File: src/design/rms_pkg.sv
// Shared types, constants and helper functions of the rotary mode selector.
// Has no dependencies. Every other file of the block depends on it.
package rms_pkg;

  // Default number of modes: auto, closed, breeze, turbo.
  localparam int unsigned NumModesDef = 4;

  // Reset values of the configuration registers.
  localparam logic [15:0] DebounceRst = 16'd40;
  localparam logic [2:0]  DetentRst   = 3'd4;

  // Configuration register indexes, selected by paddr[2].
  localparam logic RegDebounce = 1'b0;
  localparam logic RegDetent   = 1'b1;

  // Item operation codes.
  localparam logic OpSample = 1'b0;
  localparam logic OpForce  = 1'b1;

  // Switch levels.
  localparam logic SwPressed  = 1'b0;
  localparam logic SwReleased = 1'b1;

  typedef enum logic [1:0] {
    DirNone,
    DirUp,
    DirDown
  } dir_e;

  typedef struct packed {
    logic        opcode;
    logic        enc_a;
    logic        enc_b;
    logic        switch_level;
    logic [31:0] now_ms;
    logic [1:0]  new_mode;
  } item_t;

  typedef struct packed {
    logic       changed;
    logic [1:0] active_mode;
    logic [1:0] pending_mode;
    logic [3:0] led_n;
  } result_t;

  typedef struct packed {
    logic [15:0] debounce_ms;
    logic [2:0]  counts_per_detent;
  } cfg_t;

  // Quadrature decode of {previous phase, new phase}, phase = {A, B}.
  function automatic dir_e quad_dir(input logic [3:0] pair);
    dir_e dir;
    case (pair) inside
      4'b1101, 4'b0100, 4'b0010, 4'b1011: dir = DirUp;
      4'b1110, 4'b0111, 4'b0001, 4'b1000: dir = DirDown;
      default:                            dir = DirNone;
    endcase
    return dir;
  endfunction

endpackage

File: src/design/rms_stream_if.sv
// Valid/ready channel interfaces for the items and results of the selector.
// Depends on rms_pkg for the payload types.
interface rms_item_if;
  logic          valid;
  logic          ready;
  rms_pkg::item_t data;

  modport source (output valid, output data, input ready);
  modport sink   (input valid, input data, output ready);
endinterface

interface rms_res_if;
  logic            valid;
  logic            ready;
  rms_pkg::result_t data;

  modport source (output valid, output data, input ready);
  modport sink   (input valid, input data, output ready);
endinterface

File: src/design/rms_cfg_regs.sv
// APB-style configuration registers: debounce time and counts per detent.
// Depends on rms_pkg.
module rms_cfg_regs (
  input  logic          clk_i,
  input  logic          rst_ni,
  input  logic          psel,
  input  logic          penable,
  input  logic          pwrite,
  input  logic [2:0]    paddr,
  input  logic [31:0]   pwdata,
  output logic [31:0]   prdata,
  output logic          pready,
  output rms_pkg::cfg_t cfg_o
);
  import rms_pkg::*;

  cfg_t cfg_q, cfg_d;
  logic wr_en;

  assign pready = 1'b1;
  assign wr_en  = psel && penable && pwrite;

  always_comb begin
    cfg_d = cfg_q;
    if (wr_en) begin
      unique case (paddr[2])
        RegDebounce: cfg_d.debounce_ms       = pwdata[15:0];
        RegDetent:   cfg_d.counts_per_detent = pwdata[2:0];
        default:     cfg_d = cfg_q;
      endcase
    end
  end

  always_comb begin
    unique case (paddr[2])
      RegDebounce: prdata = {16'd0, cfg_q.debounce_ms};
      RegDetent:   prdata = {29'd0, cfg_q.counts_per_detent};
      default:     prdata = '0;
    endcase
  end

  always_ff @(posedge clk_i or negedge rst_ni) begin
    if (!rst_ni) begin
      cfg_q.debounce_ms       <= DebounceRst;
      cfg_q.counts_per_detent <= DetentRst;
    end else begin
      cfg_q <= cfg_d;
    end
  end

  assign cfg_o = cfg_q;

endmodule

File: src/design/rms_core.sv
// Encoder decode, detent stepping, switch debounce and mode state.
// Updates its state and produces one result for each item it is fired with.
// Depends on rms_pkg.
module rms_core #(
  parameter int unsigned NUM_MODES = rms_pkg::NumModesDef
) (
  input  logic             clk_i,
  input  logic             rst_ni,
  input  logic             fire_i,
  input  rms_pkg::item_t   item_i,
  input  rms_pkg::cfg_t    cfg_i,
  output rms_pkg::result_t res_o
);
  import rms_pkg::*;

  // At least two bits so that the two-bit mode fields always fit.
  localparam int unsigned SelW = (NUM_MODES > 4) ? $clog2(NUM_MODES) : 2;
  localparam logic [SelW:0]   NumModesExt = (SelW+1)'(NUM_MODES);
  localparam logic [SelW-1:0] ModeMax     = SelW'(NUM_MODES - 1);
  localparam logic [SelW-1:0] ModeRst     = SelW'(2);
  localparam logic [SelW:0]   LedCount    = (SelW+1)'(4);

  logic [1:0]            last_phase_q, last_phase_d;
  logic                  primed_q, primed_d;
  logic signed [3:0]     step_q, step_d;
  logic [SelW-1:0]       preview_q, preview_d;
  logic [SelW-1:0]       current_q, current_d;
  logic [SelW-1:0]       shown_q, shown_d;
  logic                  last_rd_q, last_rd_d;
  logic                  stable_q, stable_d;
  logic [31:0]           last_chg_q, last_chg_d;

  logic                  changed;
  logic [2:0]            limit;
  logic signed [3:0]     limit_s;
  logic [1:0]            phase;
  dir_e                  dir;
  logic [SelW:0]         force_ext;
  logic [SelW:0]         up_ext;
  logic [31:0]           elapsed;
  logic [SelW:0]         shown_ext;

  assign phase     = {item_i.enc_a, item_i.enc_b};
  assign dir       = quad_dir({last_phase_q, phase});
  assign limit     = (cfg_i.counts_per_detent == 3'd0) ? 3'd1 : cfg_i.counts_per_detent;
  assign limit_s   = signed'({1'b0, limit});
  assign force_ext = {(SelW-1)'(0), item_i.new_mode};

  always_comb begin
    last_phase_d = last_phase_q;
    primed_d     = primed_q;
    step_d       = step_q;
    preview_d    = preview_q;
    current_d    = current_q;
    shown_d      = shown_q;
    last_rd_d    = last_rd_q;
    stable_d     = stable_q;
    last_chg_d   = last_chg_q;
    changed      = 1'b0;
    up_ext       = '0;
    elapsed      = '0;

    if (item_i.opcode == OpForce) begin
      current_d = (force_ext >= NumModesExt) ? ModeMax : force_ext[SelW-1:0];
      preview_d = current_d;
      shown_d   = current_d;
    end else if (!primed_q) begin
      // The first sample only establishes the starting phase.
      last_phase_d = phase;
      primed_d     = 1'b1;
    end else begin
      case (dir)
        DirUp:   step_d = step_q + 4'sd1;
        DirDown: step_d = step_q - 4'sd1;
        default: step_d = step_q;
      endcase

      // A compare with >= also catches a count left above a lowered limit.
      if (step_d >= limit_s) begin
        step_d    = '0;
        up_ext    = {1'b0, preview_q} + (SelW+1)'(1);
        preview_d = (up_ext >= NumModesExt) ? '0 : up_ext[SelW-1:0];
        shown_d   = preview_d;
      end else if (step_d <= -limit_s) begin
        step_d    = '0;
        preview_d = (preview_q == '0) ? ModeMax : preview_q - SelW'(1);
        shown_d   = preview_d;
      end
      last_phase_d = phase;

      if (item_i.switch_level != last_rd_q) begin
        last_chg_d = item_i.now_ms;
      end
      elapsed = item_i.now_ms - last_chg_d;
      if (elapsed > {16'd0, cfg_i.debounce_ms} && item_i.switch_level != stable_q) begin
        stable_d = item_i.switch_level;
        if (item_i.switch_level == SwPressed) begin
          current_d = preview_d;
          shown_d   = preview_d;
          changed   = 1'b1;
        end
      end
      last_rd_d = item_i.switch_level;
    end
  end

  assign shown_ext = {1'b0, shown_d};

  always_comb begin
    res_o.changed      = changed;
    res_o.active_mode  = current_d[1:0];
    res_o.pending_mode = preview_d[1:0];
    if (shown_ext < LedCount) begin
      res_o.led_n = ~(4'b0001 << shown_d[1:0]);
    end else begin
      res_o.led_n = 4'hF;
    end
  end

  always_ff @(posedge clk_i or negedge rst_ni) begin
    if (!rst_ni) begin
      last_phase_q <= '0;
      primed_q     <= 1'b0;
      step_q       <= '0;
      preview_q    <= ModeRst;
      current_q    <= ModeRst;
      shown_q      <= ModeRst;
      last_rd_q    <= SwReleased;
      stable_q     <= SwReleased;
      last_chg_q   <= '0;
    end else if (fire_i) begin
      last_phase_q <= last_phase_d;
      primed_q     <= primed_d;
      step_q       <= step_d;
      preview_q    <= preview_d;
      current_q    <= current_d;
      shown_q      <= shown_d;
      last_rd_q    <= last_rd_d;
      stable_q     <= stable_d;
      last_chg_q   <= last_chg_d;
    end
  end

endmodule

File: src/design/rotary_mode_selector_top.sv
// Rotary mode selector: a quadrature encoder with detent stepping and a
// debounced push switch that confirms the selected mode. Items enter an input
// register, pass through the combinational update logic of rms_core and land
// in a result register; the block accepts one item per clock cycle while the
// output is not stalled. The state update in rms_core, registered on each
// fire, is the loop that sets this rate. Configuration registers sit at
// byte 0 (debounce_ms) and byte 4 (counts_per_detent); the user must see that
// they are written only while the block is idle, which the block itself does
// not enforce. Depends on rms_pkg, rms_stream_if, rms_cfg_regs and rms_core.
module rotary_mode_selector_top #(
  parameter int unsigned NUM_MODES = rms_pkg::NumModesDef
) (
  input  logic         clk_i,
  input  logic         rst_ni,
  input  logic         psel,
  input  logic         penable,
  input  logic         pwrite,
  input  logic [2:0]   paddr,
  input  logic [31:0]  pwdata,
  output logic [31:0]  prdata,
  output logic         pready,
  rms_item_if.sink     item_i,
  rms_res_if.source    res_o
);
  import rms_pkg::*;

  cfg_t    cfg;
  item_t   item_q;
  logic    in_vld_q, in_vld_d;
  result_t res_q, res_d;
  logic    out_vld_q, out_vld_d;
  logic    advance;
  logic    fire;
  logic    take;

  rms_cfg_regs u_cfg (
    .clk_i   (clk_i),
    .rst_ni  (rst_ni),
    .psel    (psel),
    .penable (penable),
    .pwrite  (pwrite),
    .paddr   (paddr),
    .pwdata  (pwdata),
    .prdata  (prdata),
    .pready  (pready),
    .cfg_o   (cfg)
  );

  // The result register frees up when empty or when its item is taken.
  assign advance      = !out_vld_q || res_o.ready;
  assign fire         = in_vld_q && advance;
  assign item_i.ready = !in_vld_q || advance;
  assign take         = item_i.valid && item_i.ready;

  rms_core #(
    .NUM_MODES (NUM_MODES)
  ) u_core (
    .clk_i  (clk_i),
    .rst_ni (rst_ni),
    .fire_i (fire),
    .item_i (item_q),
    .cfg_i  (cfg),
    .res_o  (res_d)
  );

  always_comb begin
    in_vld_d = in_vld_q;
    if (take) begin
      in_vld_d = 1'b1;
    end else if (fire) begin
      in_vld_d = 1'b0;
    end
    out_vld_d = out_vld_q;
    if (fire) begin
      out_vld_d = 1'b1;
    end else if (res_o.ready) begin
      out_vld_d = 1'b0;
    end
  end

  always_ff @(posedge clk_i or negedge rst_ni) begin
    if (!rst_ni) begin
      in_vld_q  <= 1'b0;
      out_vld_q <= 1'b0;
    end else begin
      in_vld_q  <= in_vld_d;
      out_vld_q <= out_vld_d;
    end
  end

  always_ff @(posedge clk_i) begin
    if (take) begin
      item_q <= item_i.data;
    end
    if (fire) begin
      res_q <= res_d;
    end
  end

  assign res_o.valid = out_vld_q;
  assign res_o.data  = res_q;

endmodule

File: src/flat_wrapper.sv
// flat-port wrapper written by rule: the top's interface ports become plain ports
module rotary_mode_selector_top_flat import rms_pkg::*;
#(
  parameter int unsigned NUM_MODES = rms_pkg::NumModesDef
)
  (clk_i, rst_ni, psel, penable, pwrite, paddr, pwdata, prdata, pready, item_i_valid, item_i_data, item_i_ready, res_o_valid, res_o_data, res_o_ready);
  rms_item_if item_i_i ();
  rms_res_if res_o_i ();
  input  logic clk_i;
  input  logic rst_ni;
  input  logic psel;
  input  logic penable;
  input  logic pwrite;
  input  logic [2:0] paddr;
  input  logic [31:0] pwdata;
  output logic [31:0] prdata;
  output logic pready;
  input wire logic [$bits(item_i_i.valid)-1:0] item_i_valid;
  input wire logic [$bits(item_i_i.data)-1:0] item_i_data;
  output wire logic [$bits(item_i_i.ready)-1:0] item_i_ready;
  output wire logic [$bits(res_o_i.valid)-1:0] res_o_valid;
  output wire logic [$bits(res_o_i.data)-1:0] res_o_data;
  input wire logic [$bits(res_o_i.ready)-1:0] res_o_ready;
  assign item_i_i.valid = item_i_valid;
  assign item_i_i.data = item_i_data;
  assign item_i_ready = item_i_i.ready;
  assign res_o_valid = res_o_i.valid;
  assign res_o_data = res_o_i.data;
  assign res_o_i.ready = res_o_ready;
  rotary_mode_selector_top #(.NUM_MODES(NUM_MODES)) u_core (.clk_i(clk_i), .rst_ni(rst_ni), .psel(psel), .penable(penable), .pwrite(pwrite), .paddr(paddr), .pwdata(pwdata), .prdata(prdata), .pready(pready), .item_i(item_i_i), .res_o(res_o_i));
endmodule
File: config.mk
export PLATFORM = sky130hd
export DESIGN_NAME = rotary_mode_selector_top_flat
export DESIGN_NICKNAME = d
export VERILOG_FILES = /design/src/design/rms_pkg.sv /design/src/design/rms_stream_if.sv /design/src/design/rms_cfg_regs.sv /design/src/design/rms_core.sv /design/src/design/rotary_mode_selector_top.sv /design/src/flat_wrapper.sv
export SDC_FILE = /design/constraint.sdc
export NUM_CORES = 1
export LEC_CHECK = 0
export BUFFER_PORTS_ARGS = -buffer_cell sky130_fd_sc_hd__buf_2
export CAP_MARGIN = 20
export CORE_MARGIN = 5
export CORE_UTILIZATION = 53
export DETAILED_ROUTE_END_ITERATION = 10
export GPL_ROUTABILITY_DRIVEN = 0
export PLACE_DENSITY = 0.84
export SLEW_MARGIN = 40
export SYNTH_ARGS = -nofsm -noshare
export SYNTH_HDL_FRONTEND = slang
export SYNTH_SLANG_ARGS = --single-unit
File: constraint.sdc
create_clock -name clk_i -period 6.46 [get_ports clk_i]
set_input_delay 0.969 -clock clk_i [delete_from_list [all_inputs] [get_ports clk_i]]
set_output_delay 0.969 -clock clk_i [all_outputs]
set_load 0.05 [all_outputs]
After elaboration in Yosys (flattened, before gate mapping)
Index checks and enable logic that the tools add are counted.
Widths: inputs -> output; s select.
- output and inout bits: 44
- register bits: 115
- input port bits: 80
- word-level logic and storage cells: 108
- multiplexer cells: 34
- reduce and logical (&&, ||, !) cells: 21
- shifts and indexed selects: 1
- $lt $le $gt $ge: 6
- equal/unequal tests: 12
- $add $sub $neg: 6
- bitwise operators: 5
- operator list (kind ; number):
    $mux 32 ; 3
    $pmux 32 s2 ; 1
    $mux 2 ; 19
    $gt 32x16->1 ; 1
    $sub 32x32->32 ; 1
    $eq 4x4->1 const B ; 4
    $mux 4 ; 4
    $eq 4x3->1 const B ; 2
    $pmux 4 s2 ; 1
    $reduce_or 4->1 ; 2
    $reduce_and 2->1 ; 3
    $logic_and 1x1->1 ; 5
    $mux 1 ; 5
    $add 4x2->4 const B ; 1
    $eq 4x1->1 const B ; 1
    $eq 4x2->1 const B ; 1
    $ge 4x4->1 ; 1
    $le 4x4->1 ; 1
    $neg 3->4 ; 1
    $not 1->1 ; 4
    $not 4->4 ; 1
    $reduce_and 4->1 ; 1
    $reduce_bool 2->1 ; 2
    $shl 1x2->4 const A ; 1
    16 further kinds ; 19

Longest topological paths before layout
Gate-level depths: netlist (run 1).
- word-level depth: 17
- gate-level depth with buffers: 30
- gate-level depth less buffers: 27

Modules after synthesis
A second synthesis (run 1) with hierarchy kept.
- cell total of the unflattened synthesis: 798
- area total of the unflattened synthesis: 8050.2 µm²
- by module, submodules not included (module ; area an instance (µm²) ; instances ; cells each ; seq. area each (µm²)):
    rms_core ; 5497.8 ; 1 ; 665 ; 1182.4
    rotary_mode_selector_top ; 1515.2 ; 1 ; 55 ; 1461.4
    rms_cfg_regs ; 1037.2 ; 1 ; 78 ; 479.2

Worst setup path before layout (run 1)
No wires, ideal clock.
- path kind: register -> register
- start point: register u_core.item_q[34] (netlist name)
- end point: register u_core.res_q, in the netlist u_core.res_o.data[7] (data pin)
- cell stages (with the launch flop): 30
- path buffers: 4
- arrival: 5784 ps
- period minus slack after synthesis: 6044 ps
- required time: 6199 ps
- library setup time: 261 ps
- slack: 416 ps
- path through: edfxtp_1 -> xnor2_1 -> clkbuf_1 -> buf_1 -> nand2_1 -> o21ai_0 -> ha_1 -> clkbuf_1 -> inv_1 -> ha_1 -> clkbuf_1 -> nor2_1 -> a21oi_1 -> o21ai_0 -> a21boi_0 -> o31ai_1 -> o21ai_0 -> ha_1 -> nand4_1 -> o21ai_0 -> a21oi_1 -> o22ai_1 -> o31ai_1 -> o2111ai_1 -> a2111oi_0 -> nand4_1 -> nor4_4 -> nor3_2 -> or3_1 -> o311a_1
- RTL lines (element ; line ; RTL):
    start: declaration ; rotary_mode_selector_top.sv:28 ; item_t item_q;
    start signal: assignment ; rotary_mode_selector_top.sv:93 ; item_q <= item_i.data;
    end signal: assignment ; rotary_mode_selector_top.sv:96 ; res_q <= res_d;
    end: declaration ; rotary_mode_selector_top.sv:30 ; result_t res_q, res_d;

==> results of run 1 <==
## cell families after synthesis
kind of cell | after synthesis | synth area share [%]
muxes | 57 | 7.60
AOI/OAI and AO/OA | 239 | 19.1
other | 2 | 0.0932
buffers and inverters | 99 | 5.42
and+or+nand+nor | 283 | 16.8
adders and majority gates | 57 | 8.70
DFF | 115 | 38.8
xor gates and xnor gates | 31 | 3.46
## cell usage in the layout, fill, tap and decap left out, types with 24 or more instances in the layout
master    synthesis  routed
nand2_1          99      99
buf_2             1      88
o21ai_0          76      76
nor2_1           69      69
dfrtp_1          60      60
a21oi_1          52      52
inv_1            47      47
ha_1             48      47
edfxtp_1         47      47
mux2_2           33      33
nand2b_1         25      25
mux2i_1          24      24
## cell usage after synthesis (all sizes together) (15+ instances only)
cell type	n
dfrtp	60
clkbuf	30
nor2	69
edfxtp	47
buf	21
nor3	19
nand2b	25
a21oi	52
ha	48
mux2i	24
xnor2	17
o21ai	79
mux2	33
nand3	15
nand2	100
inv	48
## area by class of cell
cell class	count	area (um^2)
clock buffer	18	429
clock inverter	14	170
fill	1257	5790
inverter	48	180
multi-input combinational	685	4590
sequential	115	3120
tap	188	235
timing repair buffer	98	519
## worst max-delay path by stage
stage          slack (ps)  cells after the start                   end                    start
3_3_place_gp          360                     25  u_core.res_o.data[7]        u_core.item_q[34]
2_1_floorplan         420                     29  u_core.res_o.data[7]        u_core.item_q[34]
4_1_cts               220                     25  u_core.res_o.data[7]        u_core.item_q[34]
6_report              310                     24  u_core.res_o.data[7]  u_core.u_core.last_rd_q
3_5_place_dp          230                     25  u_core.res_o.data[7]        u_core.item_q[34]
5_1_grt              -170                     27  u_core.res_o.data[3]  u_core.u_core.last_rd_q
## worst max-delay path: cells and delay by family (launching register included)
kind	cells	cell delay [ps]
and+or+nand+nor	8	1480
buffers and inverters	2	360
AOI/OAI and AO/OA	10	2410
adders and majority gates	2	630
xor gates and xnor gates	2	390
DFF	1	610
## metal layers
metal	share of wire (%)	wire length (um)	GRT usage, %
met4	2.3	429	7.94
met2	46	8800	35.1
met3	6.7	1270	4.42
met1	45	8550	29.1
met5	0	0	0
## repair_timing
| action | CTS | global route |
|---|---|---|
| resized for setup | 0 | 4 |
| hold buffers | 0 | 0 |
| buffers inserted | 0 | 3 |
| endpoints found under the setup margin | 0 | 12 |
## registers in the layout, summed over array words and instances, names as in the netlist
signal                      cells
u_core.u_core.last_phase_q      2
u_core.in_vld_q                 1
u_core.item_q                  38
u_core.res_o.data               9
u_core.u_core.last_chg_q       32
u_core.u_core.stable_q          1
u_core.u_core.current_q         2
u_core.u_core.preview_q         2
u_core.u_core.step_q            4
u_core.u_core.last_rd_q         1
u_core.res_o.valid              1
u_core.u_core.shown_q           2
u_core.u_cfg.cfg_o             19
u_core.u_core.primed_q          1
## where the power goes
part	switching [W]	leakage (nW)	internal (W)
clock network	0.000368	0.288	0.000581
registers	0.000141	1.27	0.000957
logic	0.00132	2.50	0.000848
total	0.00183	4.05	0.00239
## stage by stage
| step | worst slack, ps | instance area (um^2) | setup TNS [ps] | hold slack [ps] | total power (W) |
|---|---|---|---|---|---|
| after floorplan | 416 | 8120 | 0 | 449 | 0.00275 |
| after detailed placement | 230 | 8610 | 0 | 471 | 0.00321 |
| after CTS | 216 | 9210 | 0 | 485 | 0.00419 |
| after global routing | -167 | 9250 | -579 | 525 | 0.00454 |
| final | 309 | 9250 | 0 | 484 | 0.00422 |
| after global placement | 359 | 8600 | 0 | 462 | 0.00314 |
==> summary.txt, run 1 <==
status: finished, final reports clean
CTS H-Tree Depth: 4
total grt overflow: 0
Initial Utilization: 53.6%
FF-to-FF Start: u_core.u_core.last_rd_q
DRT Wirelength: 19100 um
Max Cap Viol: 0
reg2reg end: u_core.res_o.data[7]
Slew Viols, Final: 0
hold path cells: 2
Worst VDD drop: 0.261 mV
number of synthesized flops with an enable pin: 47
via count: 6837
#FFs+latches synth: 115
Leakage: 4.05 nW
Mapped Cells: 883
Crit-path slowest cell: dfstp_2
hold path endpoint: u_core.u_core.last_chg_q[24]
fin util: 61.5%
Reg2Reg Depth: 24
TritonCTS Buffers: 17
biggest area consumer among synthesized cells: dfrtp_1
core box area: 15000 um^2
Avg Cell Area, Syn: 9.12 um^2
Cell Area, Synth: 8060 um^2
Die Y: 133 um
Slew HR: 56.0%
final-report hold violation count: 0
n_diodes: 0
total track usage: 21.7%
number of remaining DRC errors: 0
Distinct cells, synth: 78
clk sinks: 115
FFs w/ async S/R, synth: 59.1%
1st-pass router iterations: 5
global-route wire length before repair: 31400 um
initial DRC count: 526
post-layout minimum cycle time: 6150 ps
CTS tree: built
largest net degree at the start of global routing: 69
min-delay worst type: flip-flop to flip-flop
Largest stage delay, worst path: 610 ps
post-synthesis sequential area ratio: 38.8%
port buffer count: 88
Crit path required time: 6630 ps
Non-Filler Instances: 1166
Die Area: 17800 um^2
share of layout cells above drive strength 1: 19.3%
Synth Warn #: 0
Worst Min Path Start: u_core.u_core.last_chg_q[24]
CP Cell Sequence: xnor2_2 > o21ai_0 > ha_2 > buf_4 > nand2_1 > a311oi_1 > o22ai_1 > o211ai_1 > nand3_1 > xor2_1 > ha_1 > nand4_1 > nor3_1 > o21ai_0 > o22ai_1 > o31ai_2 > o2111ai_1 > a2111oi_1 > nand4_1 > nor4_4 > buf_4 > nor3_2 > or3_1 > o311a_1
dominant synthesized flop cell: dfrtp_1
Crit. End Element: flip-flop
Final ANT Viol Nets: 0
row count: 45
worst-skew pair later-pin latency: 420 ps
clk_skew: 12.4 ps
power per cell area: 456 nW/um^2
final period utilization: 95.2%
worst-path fanout max: 7
Reg2Reg Setup Slack: 310 ps
Longest Clk Path Bufs: 2
Layout area overhead: 14.8%
I/O Pins: 124
placed insts: 1131
setup violators final: 0
startpoint types: flip-flop
arrival time worst endpoint: 6320 ps
worst-margin pin slew: 660 ps
Die X: 133 um
DPL Wire Length: 13800 um
Clk pin slew, worst setup/hold paths: 60 ps
Root Driver: clkbuf_16
number of global-route vias before repair: 6475
Yosys top cell area share: 18.6%
via density per instance: 5.86
WL per Instance: 16.3 um
final net count: 1094
initial antenna violation count: 0
most area-consuming cells after synthesis: dfrtp_1 19%, edfxtp_1 18%, ha_1 7.5%
crit path kind: flip-flop to flip-flop
fmax: 0.163 GHz
Note: power is estimated with default switching activity, not from simulation.
==> run 2, diff against run 1 <==
Settings changed: REMOVE_ABC_BUFFERS set to 1.
==> summary.txt, run 2 (synthesis results as in run 1) <==
clk sinks: 115 (unchanged)
commonest non-fill, non-tap cell in the layout: nand2_1 (unchanged)
largest net degree at the start of global routing: 69 (unchanged)
initial antenna violation count: 0 (unchanged)
Max Cap Viol: 0 (unchanged)
met3 WL post-DR: 1320 um (was 1270 um)
Crit path required time: 6630 ps (about the same)
crit path kind: flip-flop to flip-flop (unchanged)
worst-margin pin slew: 644 ps (was 660 ps)
row count: 45 (unchanged)
port buffer count: 88 (unchanged)
final net count: 1093 (was 1094)
Crit. End Element: flip-flop (unchanged)
total grt overflow: 0 (unchanged)
RSZ-0062 raised after global routing: no
hold-fix buffers at CTS: 0 (unchanged)
global-route wire length before repair: 31000 um (was 31400 um)
Slew Viols, Final: 0 (unchanged)
share of layout cells above drive strength 1: 19.0% (was 19.3%)
fillers: 1251 (was 1257)
largest register by flop count: u_core.item_q (unchanged)
most frequent cells in the layout: 99 x nand2_1, 88 x buf_2, 76 x o21ai_0 (unchanged)
Slew HR: 55.9% (was 56.0%)
metal2 WL: 8840 um (was 8800 um)
Post-CTS Resized: 0 (unchanged)
clk_skew: 8.78 ps (was 12.4 ps)
arrival time worst endpoint: 6220 ps (was 6320 ps)
Die Y: 133 um (unchanged)
TritonCTS Buffers: 17 (unchanged)
initial DRC count: 685 (was 526)
fmax: 0.165 GHz (was 0.163 GHz)
Longest Clk Path Bufs: 2 (unchanged)
Die X: 133 um (unchanged)
number of global-route vias before repair: 6410 (was 6475)
Layout area overhead: 14.6% (was 14.8%)
worst-skew pair later-pin latency: 420 ps (about the same)
number of remaining DRC errors: 0 (unchanged)
CTS H-Tree Depth: 4 (unchanged)
post-layout minimum cycle time: 6050 ps (was 6150 ps)
final design instance area without fill: 9230 um^2 (was 9250 um^2)
max reg flops: 38 (unchanged)
uppermost routed layer: met4 (unchanged)
n_diodes: 0 (unchanged)
via count: 6800 (was 6837)
Initial Utilization: 53.6% (unchanged)
setup violators final: 0 (unchanged)
Tot Pwr: 0.00422 W (about the same)
Worst VDD drop: 0.250 mV (was 0.261 mV)
Area after DPL: 8620 um^2 (was 8610 um^2)
total track usage: 21.3% (was 21.7%)
1st-pass router iterations: 5 (unchanged)
DRT Wirelength: 18900 um (was 19100 um)
Clk pin slew, worst setup/hold paths: 60 ps (about the same)
DPL Wire Length: 13700 um (was 13800 um)
Final ANT Viol Nets: 0 (unchanged)
final period utilization: 93.7% (was 95.2%)
Routed met1 length: 8320 um (was 8550 um)
final-report hold violation count: 0 (unchanged)
I/O Pins: 124 (unchanged)
CTS tree: built (unchanged)
Setup TNS: 0 ps (unchanged)
WL per Instance: 16.2 um (was 16.3 um)
startpoint types: flip-flop (unchanged)
Root Driver: clkbuf_16 (unchanged)
via density per instance: 5.84 (was 5.86)
min-delay worst type: flip-flop to flip-flop (unchanged)
power per cell area: 457 nW/um^2 (was 456 nW/um^2)
status: finished, final reports clean (unchanged)
core box area: 15000 um^2 (unchanged)
Leakage: 4.06 nW (was 4.05 nW)
worst-path fanout max: 9 (was 7)
Die Area: 17800 um^2 (unchanged)
[run 2: final timing paths]
path	startpoint	endpoint	slack (ps)	cells after the start
setup / recovery	u_core.item_q[34]	u_core.res_o.data[7]	410	27
hold / removal	u_core.u_core.last_chg_q[21]	u_core.u_core.last_chg_q[21]	480	2
setup reg to reg	u_core.item_q[34]	u_core.res_o.data[7]	410	27
hold reg to reg	u_core.u_core.last_chg_q[21]	u_core.u_core.last_chg_q[21]	480	2
max in group asynchronous	rst_ni	u_core.u_core.last_chg_q[6]	5340	2
min in group asynchronous	rst_ni	u_core.u_cfg.cfg_o[5]	660	2
[run 2: report_power, final]
part | internal, W | total [W] | switching (W)
clock | 0.000591 | 0.000964 | 0.000374
sequential | 0.000957 | 0.00110 | 0.000139
combinational | 0.000843 | 0.00216 | 0.00132
total | 0.00239 | 0.00422 | 0.00183
[run 2: cell type report]
class | count | area, um^2 | share of cell area, %
Clock buffer | 18 | 439 | 4.76
Clock inverter | 14 | 164 | 1.78
Inverter | 48 | 180 | 1.95
Multi-Input combinational cell | 685 | 4580 | 49.6
Sequential cell | 115 | 3120 | 33.8
Tap cell | 188 | 235 | 2.55
Timing Repair Buffer | 97 | 515 | 5.58
[run 2: metal layers]
layer,track usage (%),vias to the layer above
li1,-,3330
met1,28.7,3194
met2,34.5,244
met3,4.80,32
met4,6.17,0
met5,0,-
[run 2: critical path, cell delays in order (launching register included)]
cell and delay [ps]:
edfxtp_1 550, xnor2_2 210, o21ai_0 220, ha_1 380, a21boi_0 170, o21ai_0 260, a211oi_1 130, nor2_1 150
nor2_1 60, nor2_1 150, nor2_1 50, o221ai_1 210, xnor2_1 160, o21ai_0 100, ha_1 210, nor4_1 230
o21ai_0 120, a21oi_1 150, o22ai_1 110, o31ai_1 340, o2111ai_1 200, a2111oi_0 380, nand4_1 220, nor4_4 290
buf_4 190, nor3_2 80, or3_1 340, o311a_1 130
[run 2: through the flow]
step                      setup WS (ps)  std cells  hold WS, ps  utilization (%)
final                               406       1165          482             61.4
after global routing               19.6       1165          508             61.4
after CTS                           440       1164          486             61.4
after detailed placement            459       1132          472             57.4
after global placement              563       1131          463             57.3
after floorplan                    -234        848          449                -
[run 2: timing repair]
action | 4_1_cts | 5_1_grt
setup endpoints to repair | 0 | 3
hold endpoints to repair | 0 | 0
buffers inserted | 0 | 1
